**src/design/ual_pkg.sv**
```systemverilog
// ----------------------------------------------------------------------------
// Unordered array list package
// Request and response types and command codes shared by the list block.
// ----------------------------------------------------------------------------
package ual_pkg;

    localparam int CMD_W         = 2;
    localparam int VALUE_W       = 32;
    localparam int POS_W         = 5;
    localparam int ENTRY_COUNT_W = 6;

    localparam logic [CMD_W-1:0] CMD_INSERT = 2'd0;
    localparam logic [CMD_W-1:0] CMD_REMOVE = 2'd1;
    localparam logic [CMD_W-1:0] CMD_READ   = 2'd2;

    typedef struct packed {
        logic [CMD_W-1:0]          cmd;
        logic signed [VALUE_W-1:0] value;
        logic [POS_W-1:0]          position;
    } t_req;

    typedef struct packed {
        logic                      ok;
        logic signed [VALUE_W-1:0] read_value;
        logic                      is_empty;
        logic                      is_full;
        logic [ENTRY_COUNT_W-1:0]  entry_count;
    } t_rsp;

endpackage

```
**src/design/ual_ram.sv**
```systemverilog
// ----------------------------------------------------------------------------
// Generic simple dual-port RAM
// One write port and one read port; the read data is registered.
// ----------------------------------------------------------------------------
module ual_ram #(
    parameter int WIDTH = 32,
    parameter int DEPTH = 32
) (
    input  logic                                   i_clk,
    input  logic                                   i_we,
    input  logic [(DEPTH > 1 ? $clog2(DEPTH) : 1)-1:0] i_waddr,
    input  logic [WIDTH-1:0]                       i_wdata,
    input  logic                                   i_re,
    input  logic [(DEPTH > 1 ? $clog2(DEPTH) : 1)-1:0] i_raddr,
    output logic [WIDTH-1:0]                       o_rdata
);

    logic [WIDTH-1:0] r_mem [DEPTH];
    logic [WIDTH-1:0] r_rdata;

    always_ff @(posedge i_clk) begin
        if (i_we) begin
            r_mem[i_waddr] <= i_wdata;
        end
        if (i_re) begin
            r_rdata <= r_mem[i_raddr];
        end
    end

    assign o_rdata = r_rdata;

endmodule

```
**src/design/unordered_array_list.sv**
```systemverilog
// ----------------------------------------------------------------------------
// Unordered array list
// Fixed-capacity list of 32-bit values with append, remove by value with
// shift-down, and read by position.
// ----------------------------------------------------------------------------
// A request is taken when start is high and busy is low, and its single
// response appears on o_rsp for one cycle with o_valid, in the cycle after
// the work ends; the receiver must take it then. An insert does not raise
// busy, and a new request may follow at once. A read passes through S_READ.
// A remove walks the entry memory through its single read port, one entry
// per cycle: S_SRCH reads the entries in turn until one matches the value,
// then S_SHIFT reads each later entry and writes it one place down, and the
// count drops by one. A remove that finds nothing searches every entry and
// answers with ok low. A failed insert, a failed read, a remove on an empty
// list and an unused command answer straight from idle, with busy kept low.
// No clearing pass is needed after reset.
// ----------------------------------------------------------------------------
module unordered_array_list #(
    parameter int CAPACITY = 32
) (
    input  logic          i_clk,
    input  logic          i_rst_n,
    input  logic          start,
    output logic          busy,
    input  ual_pkg::t_req i_req,
    output logic          o_valid,
    output ual_pkg::t_rsp o_rsp
);

    import ual_pkg::*;

    localparam int AW   = (CAPACITY > 1) ? $clog2(CAPACITY) : 1;
    localparam int CW   = $clog2(CAPACITY + 1);
    localparam int CMPW = (CW > POS_W) ? CW : POS_W;
    localparam logic [CW-1:0] CAP = CW'(CAPACITY);

    typedef enum logic [1:0] {
        S_IDLE,
        S_READ,
        S_SRCH,
        S_SHIFT
    } t_state;

    t_state             r_state, n_state;
    logic [CW-1:0]      r_count, n_count;
    logic [VALUE_W-1:0] r_value, n_value;
    logic [CW-1:0]      r_idx, n_idx;
    logic               r_pend, n_pend;
    logic [AW-1:0]      r_pidx, n_pidx;
    logic               r_valid, n_valid;
    t_rsp               r_rsp, n_rsp;

    logic               ram_we;
    logic [AW-1:0]      ram_waddr;
    logic [VALUE_W-1:0] ram_wdata;
    logic               ram_re;
    logic [AW-1:0]      ram_raddr;
    logic [VALUE_W-1:0] ram_rdata;

    logic [CMPW-1:0]    pos_ext;
    logic [CMPW-1:0]    cnt_ext;
    logic [CMPW-1:0]    cap_ext;

    function automatic t_rsp make_rsp(input logic ok, input logic [VALUE_W-1:0] rd,
                                      input logic [CW-1:0] cnt);
        t_rsp rsp;
        rsp.ok          = ok;
        rsp.read_value  = rd;
        rsp.is_empty    = (cnt == '0);
        rsp.is_full     = (cnt == CAP);
        rsp.entry_count = ENTRY_COUNT_W'(cnt);
        return rsp;
    endfunction

    ual_ram #(
        .WIDTH(VALUE_W),
        .DEPTH(CAPACITY)
    ) u_entries (
        .i_clk  (i_clk),
        .i_we   (ram_we),
        .i_waddr(ram_waddr),
        .i_wdata(ram_wdata),
        .i_re   (ram_re),
        .i_raddr(ram_raddr),
        .o_rdata(ram_rdata)
    );

    assign pos_ext = CMPW'(i_req.position);
    assign cnt_ext = CMPW'(r_count);
    assign cap_ext = CMPW'(CAP);

    always_comb begin
        n_state   = r_state;
        n_count   = r_count;
        n_value   = r_value;
        n_idx     = r_idx;
        n_pend    = r_pend;
        n_pidx    = r_pidx;
        n_valid   = 1'b0;
        n_rsp     = r_rsp;
        ram_we    = 1'b0;
        ram_waddr = r_pidx;
        ram_wdata = ram_rdata;
        ram_re    = 1'b0;
        ram_raddr = r_idx[AW-1:0];

        unique case (r_state)
            S_IDLE: begin
                if (start) begin
                    unique case (i_req.cmd)
                        CMD_INSERT: begin
                            n_valid = 1'b1;
                            if (r_count < CAP) begin
                                ram_we    = 1'b1;
                                ram_waddr = r_count[AW-1:0];
                                ram_wdata = i_req.value;
                                n_count   = r_count + CW'(1);
                                n_rsp     = make_rsp(1'b1, '0, r_count + CW'(1));
                            end else begin
                                n_rsp = make_rsp(1'b0, '0, r_count);
                            end
                        end
                        CMD_REMOVE: begin
                            if (r_count == '0) begin
                                n_valid = 1'b1;
                                n_rsp   = make_rsp(1'b0, '0, r_count);
                            end else begin
                                n_state = S_SRCH;
                                n_value = i_req.value;
                                n_idx   = '0;
                                n_pend  = 1'b0;
                            end
                        end
                        CMD_READ: begin
                            if (pos_ext < cnt_ext && pos_ext < cap_ext) begin
                                ram_re    = 1'b1;
                                ram_raddr = pos_ext[AW-1:0];
                                n_state   = S_READ;
                            end else begin
                                n_valid = 1'b1;
                                n_rsp   = make_rsp(1'b0, '0, r_count);
                            end
                        end
                        default: begin
                            n_valid = 1'b1;
                            n_rsp   = make_rsp(1'b0, '0, r_count);
                        end
                    endcase
                end
            end
            S_READ: begin
                n_valid = 1'b1;
                n_rsp   = make_rsp(1'b1, ram_rdata, r_count);
                n_state = S_IDLE;
            end
            S_SRCH: begin
                if (r_pend && ram_rdata == r_value) begin
                    n_state = S_SHIFT;
                    n_idx   = CW'(r_pidx) + CW'(1);
                    n_pend  = 1'b0;
                end else if (r_idx < r_count) begin
                    ram_re = 1'b1;
                    n_pend = 1'b1;
                    n_pidx = r_idx[AW-1:0];
                    n_idx  = r_idx + CW'(1);
                end else begin
                    n_pend  = 1'b0;
                    n_state = S_IDLE;
                    n_valid = 1'b1;
                    n_rsp   = make_rsp(1'b0, '0, r_count);
                end
            end
            S_SHIFT: begin
                // The entry read last cycle moves down one place.
                ram_we = r_pend;
                if (r_idx < r_count) begin
                    ram_re = 1'b1;
                    n_pend = 1'b1;
                    n_pidx = AW'(r_idx - CW'(1));
                    n_idx  = r_idx + CW'(1);
                end else begin
                    n_pend  = 1'b0;
                    n_state = S_IDLE;
                    n_count = r_count - CW'(1);
                    n_valid = 1'b1;
                    n_rsp   = make_rsp(1'b1, '0, r_count - CW'(1));
                end
            end
            default: begin
                n_state = S_IDLE;
            end
        endcase
    end

    always_ff @(posedge i_clk) begin
        if (!i_rst_n) begin
            r_state <= S_IDLE;
            r_count <= '0;
            r_pend  <= 1'b0;
            r_valid <= 1'b0;
        end else begin
            r_state <= n_state;
            r_count <= n_count;
            r_pend  <= n_pend;
            r_valid <= n_valid;
            r_value <= n_value;
            r_idx   <= n_idx;
            r_pidx  <= n_pidx;
            r_rsp   <= n_rsp;
        end
    end

    assign busy    = (r_state != S_IDLE);
    assign o_valid = r_valid;
    assign o_rsp   = r_rsp;

`ifndef SYNTH
    a_count_bound : assert property (@(posedge i_clk) disable iff (!i_rst_n)
        r_count <= CAP)
        else $error("entry count exceeds capacity");

    a_rsp_has_req : assert property (@(posedge i_clk) disable iff (!i_rst_n)
        o_valid |-> ($past(start && !busy) || $past(busy)))
        else $error("response without a request in progress");

    a_no_write_in_search : assert property (@(posedge i_clk) disable iff (!i_rst_n)
        (r_state == S_SRCH) |-> !ram_we)
        else $error("entry memory written during search");

    a_read_value_ok : assert property (@(posedge i_clk) disable iff (!i_rst_n)
        (o_valid && o_rsp.read_value != '0) |-> o_rsp.ok)
        else $error("read value given on a failed request");
`endif

endmodule
```
**config.mk**
```make
export PLATFORM = sky130hd
export DESIGN_NAME = unordered_array_list
export DESIGN_NICKNAME = d
export VERILOG_FILES = /design/src/design/ual_pkg.sv /design/src/design/ual_ram.sv /design/src/design/unordered_array_list.sv
export SDC_FILE = /design/constraint.sdc
export NUM_CORES = 1
export LEC_CHECK = 0
export BUFFER_PORTS_ARGS = -buffer_cell sky130_fd_sc_hd__buf_2
export CELL_PAD_IN_SITES_DETAIL_PLACEMENT = 0
export CELL_PAD_IN_SITES_GLOBAL_PLACEMENT = 1
export CORE_MARGIN = 3
export CORE_UTILIZATION = 52
export DETAILED_ROUTE_END_ITERATION = 6
export PLACE_DENSITY = 0.9
export SYNTH_ARGS = -nofsm -noshare
export SYNTH_HDL_FRONTEND = slang
export SYNTH_SLANG_ARGS = --single-unit
```
**constraint.sdc**
```tcl
create_clock -name i_clk -period 6 [get_ports i_clk]
set_input_delay 0 -clock i_clk [delete_from_list [all_inputs] [get_ports i_clk]]
set_output_delay 0 -clock i_clk [all_outputs]
set_load 0.1 [all_outputs]
```
==> impl_metrics.py <==
metrics = {
    "layout": {
        "multi_input_area_um2": 12200,
        "final_common_cell": "edfxtp_1",
        "nets": 3766,
        "drive_gt1_share_pct": 11.3,
        "antenna-diode-count": 0,
        "syn_to_final_growth_pct": 13.2,
        "fill_cells": 6626,
        "seqCellArea_um2": 34400,
        "layout_common_cells": "1140 x edfxtp_1, 1043 x nand3_1, 523 x o21ai_0",
    },
    "timing": {
        "max_freq_mhz": 194,
        "clock_skew_ns": 0.0248,
        "hold_ws_ns": 0.0392,
        "fin_crit_ns": 5.15,
        "final-max-slew-violation-count": 0,
        "hold_viol": 0,
        "finalSetupViolCount": 0,
        "max_slew.worst_pin.slew_ns": 1.34,
        "grt_setup_unrepaired": "false",
        "relSlewSlack_pct": 10.6,
        "fin_tns_setup_ns": 0,
        "timing.final.crit_share_pct": 85.8,
    },
    "clock_tree": {
        "post_cts_resized": 0,
        "h-tree-depth": 3,
        "cts.sinks": 1150,
        "cts-root-buf": "clkbuf_16",
        "cts_hold_buf": 36,
        "postCtsSetupRepairBufs": 0,
        "insertion_delay_ns": 0.70,
        "cts_tree": "yes",
        "clk_pin_slew_ns": 0.06,
        "cts_buffers": 111,
        "clockBufferDepth": 3,
    },
    "synth": {
        "synth_ff_type": "edfxtp_1",
        "synth_edf_count": 1140,
        "synthCells": 3657,
        "ys_types": 62,
        "synth_nets": 3725,
        "synthArstFlopShare_pct": 0,
        "syn_area_um2": 47700,
        "ys_warn_count": 0,
        "ys_ff_latch": 1150,
        "yosysTopAreaCell": "edfxtp_1",
        "synth_seq_area_share_pct": 72.3,
        "synth_top_area_share_pct": 71.8,
        "syn_avg_cell_area_um2": 13.0,
        "synth_area_leaders": "edfxtp_1 72%, nand3_1 11%, o21ai_0 5.5%, a41oi_1 2.4%, clkbuf_1 1.8%",
    },
    "power_and_ir_drop": {
        "p_sw_share_pct": 22.4,
        "power.density_nw_per_um2": 314,
        "combPwrFrac_pct": 6.0,
        "switchingPower_w": 0.00379,
        "p_seq_share_pct": 52.9,
        "p_leak_nw": 17.0,
        "ir_drop_uv": 232,
        "p_clk_share_pct": 41.2,
        "p_int_w": 0.0132,
    },
    "placement": {
        "gp_congestion": 0.890,
        "dp_hpwl_mm": 79.5,
        "portBuffers": 84,
    },
    "status": {
        "outcome": "finished clean",
    },
    "setup_path": {
        "reg2reg_from": "cnt_ext[3]$_SDFFE_PN0P_",
        "cp-end-kind": "flip-flop",
        "cp_slowest_cell": "o21ai_4",
        "cp_max_fo": 42,
        "worst_ep_required_time_ns": 6.39,
        "crit_arrival_ns": 5.54,
        "crit_path_cell_trace": "clkinv_1 > ha_1 > a211o_1 > o211ai_2 > a21bo_4 > o21ai_4 > buf_12 > buf_12 > buf_4 > nand3_1 > nand3_1 > a41oi_1 > nor4_1",
        "reg2reg_to": "u_entries.o_rdata[4]$_DFFE_PP_",
        "path_class": "flip-flop to flip-flop",
        "start_kind": "flip-flop",
        "rr_worst_depth": 13,
        "reg2reg_slack_ns": 0.85,
        "cpPeakStageDelay_ns": 0.78,
    },
    "grt": {
        "grt_use_total_pct": 28.4,
        "globalRouteOverflowTotal": 0,
        "grt_pass1_vias": 31900,
        "grt_start_max_net_pins": 144,
        "grt_pass1_wl_mm": 203,
        "antenna_found_initial": 3,
    },
    "flow_run": {
        "cap_viol_max_count": 0,
    },
    "floorplan": {
        "die_y_um": 309,
        "dieArea_um2": 95300,
        "fp.coreArea_um2": 90400,
        "placementRows": 110,
        "io_pins": 85,
        "initial_core_util_pct": 52.7,
        "chipWidth_um": 309,
    },
    "route": {
        "final_antenna_net_count": 0,
        "initialDrtViolationCount": 5466,
        "totalWireLength_mm": 137,
        "viasPerCell": 6.69,
        "wl_per_cell_um": 27.6,
        "post-route-drc-count": 0,
        "drt_pass1_iterations": 6,
        "num_vias": 33200,
    },
    "hold_path": {
        "min_to": "r_value[17]$_DFFE_PP_",
        "hold_path_startpoint": "i_req[22]",
        "holdPathStages": 2,
        "hp-class": "input port to flip-flop",
    },
}
cells by family after synthesis:
logic type      share of synthesized area [%]
xor+xnor                                0.993
simple gates                             14.0
fa+ha+maj                               0.683
buf+inv                                  2.95
compound gates                           9.05
mux                                     0.108
flops                                    72.3
Yosys cell counts, types with 4 or more instances:
master,instances
a41oi_1,128
a21oi_1,21
nand4_1,4
nand2_1,140
dfxtp_1,10
inv_1,18
clkbuf_1,232
buf_1,11
nand3_1,1043
xnor2_1,14
a21o_1,5
o22ai_1,7
o31ai_1,4
o21ai_0,524
nor3_1,9
ha_1,26
a31oi_1,5
nor4_1,40
a211oi_1,4
mux2i_1,4
and2_1,36
edfxtp_1,1140
buf_4,5
nor2_1,61
buf_2,73
xor2_1,40
critical path, delay by kind of cell, from the launching register on:
kind / cells / cell delay [ns]
flip-flops: 1 / 0.54
adder cells (fa/ha/maj): 1 / 0.38
buffers and inverters: 4 / 1.17
AO/OA/AOI/OAI: 5 / 1.76
AND/OR/NAND/NOR: 3 / 0.94
state kept, by name, indices dropped and copies added (netlist names):
register,flops
r_pend,1
r_pidx,5
r_idx,6
cnt_ext,6
r_state,2
r_value,32
o_rsp,41
u_entries.r_mem,1024
o_valid,1
u_entries.o_rdata,32
routing by layer:
layer,share of wire [%],track usage (%),routed length (µm)
met5,0.0095,0,13
met4,3.8,11.9,5250
met3,13,6.48,17800
met2,46,44.0,63200
met1,37,39.2,50900
worst max-delay path by stage:
stage                     slack [ns]  cells past startpoint                        endpoint                    start
after global placement          1.11                     13  u_entries.o_rdata[4]$_DFFE_PP_  cnt_ext[3]$_SDFFE_PN0P_
after floorplan                 0.67                      9              o_rsp[0]$_DFFE_PP_  cnt_ext[4]$_SDFFE_PN0P_
after global routing            0.68                     12  u_entries.o_rdata[4]$_DFFE_PP_  r_state[1]$_SDFFE_PN0P_
after detailed placement        1.02                     13  u_entries.o_rdata[4]$_DFFE_PP_  cnt_ext[3]$_SDFFE_PN0P_
after CTS                       0.97                     13  u_entries.o_rdata[4]$_DFFE_PP_  cnt_ext[3]$_SDFFE_PN0P_
final                           0.85                     13  u_entries.o_rdata[4]$_DFFE_PP_  cnt_ext[3]$_SDFFE_PN0P_
final cells by class:
type	count	area share (%)
well taps	1176	2.73
clock inverters	69	1.31
inverters	23	0.165
multi-input cells	2163	22.6
repair buffers	249	3.96
clock buffers	137	5.41
flip-flops and latches	1150	63.8
power by group through the flow:
stage                     sequential, W  combinational [W]  clock (W)
after global placement          0.00914           0.000957          0
after CTS                       0.00897           0.000994    0.00699
final                           0.00897            0.00101    0.00698
after global routing            0.00897            0.00107    0.00731
after floorplan                 0.00928           0.000469          0
after detailed placement        0.00914           0.000971          0
per-stage QoR:
stage,setup slack [ns],utilization [%],instances,power (W),cell area (µm²)
after floorplan,0.667,-,3657,0.00975,47700
after global placement,1.11,55.3,4725,0.0101,50000
after detailed placement,1.02,55.3,4725,0.0101,50000
after CTS,0.974,59.7,4967,0.0170,54000
after global routing,0.685,59.7,4967,0.0174,54000
final,0.853,59.7,4967,0.0170,54000
Power figures use the tool's default switching activity.
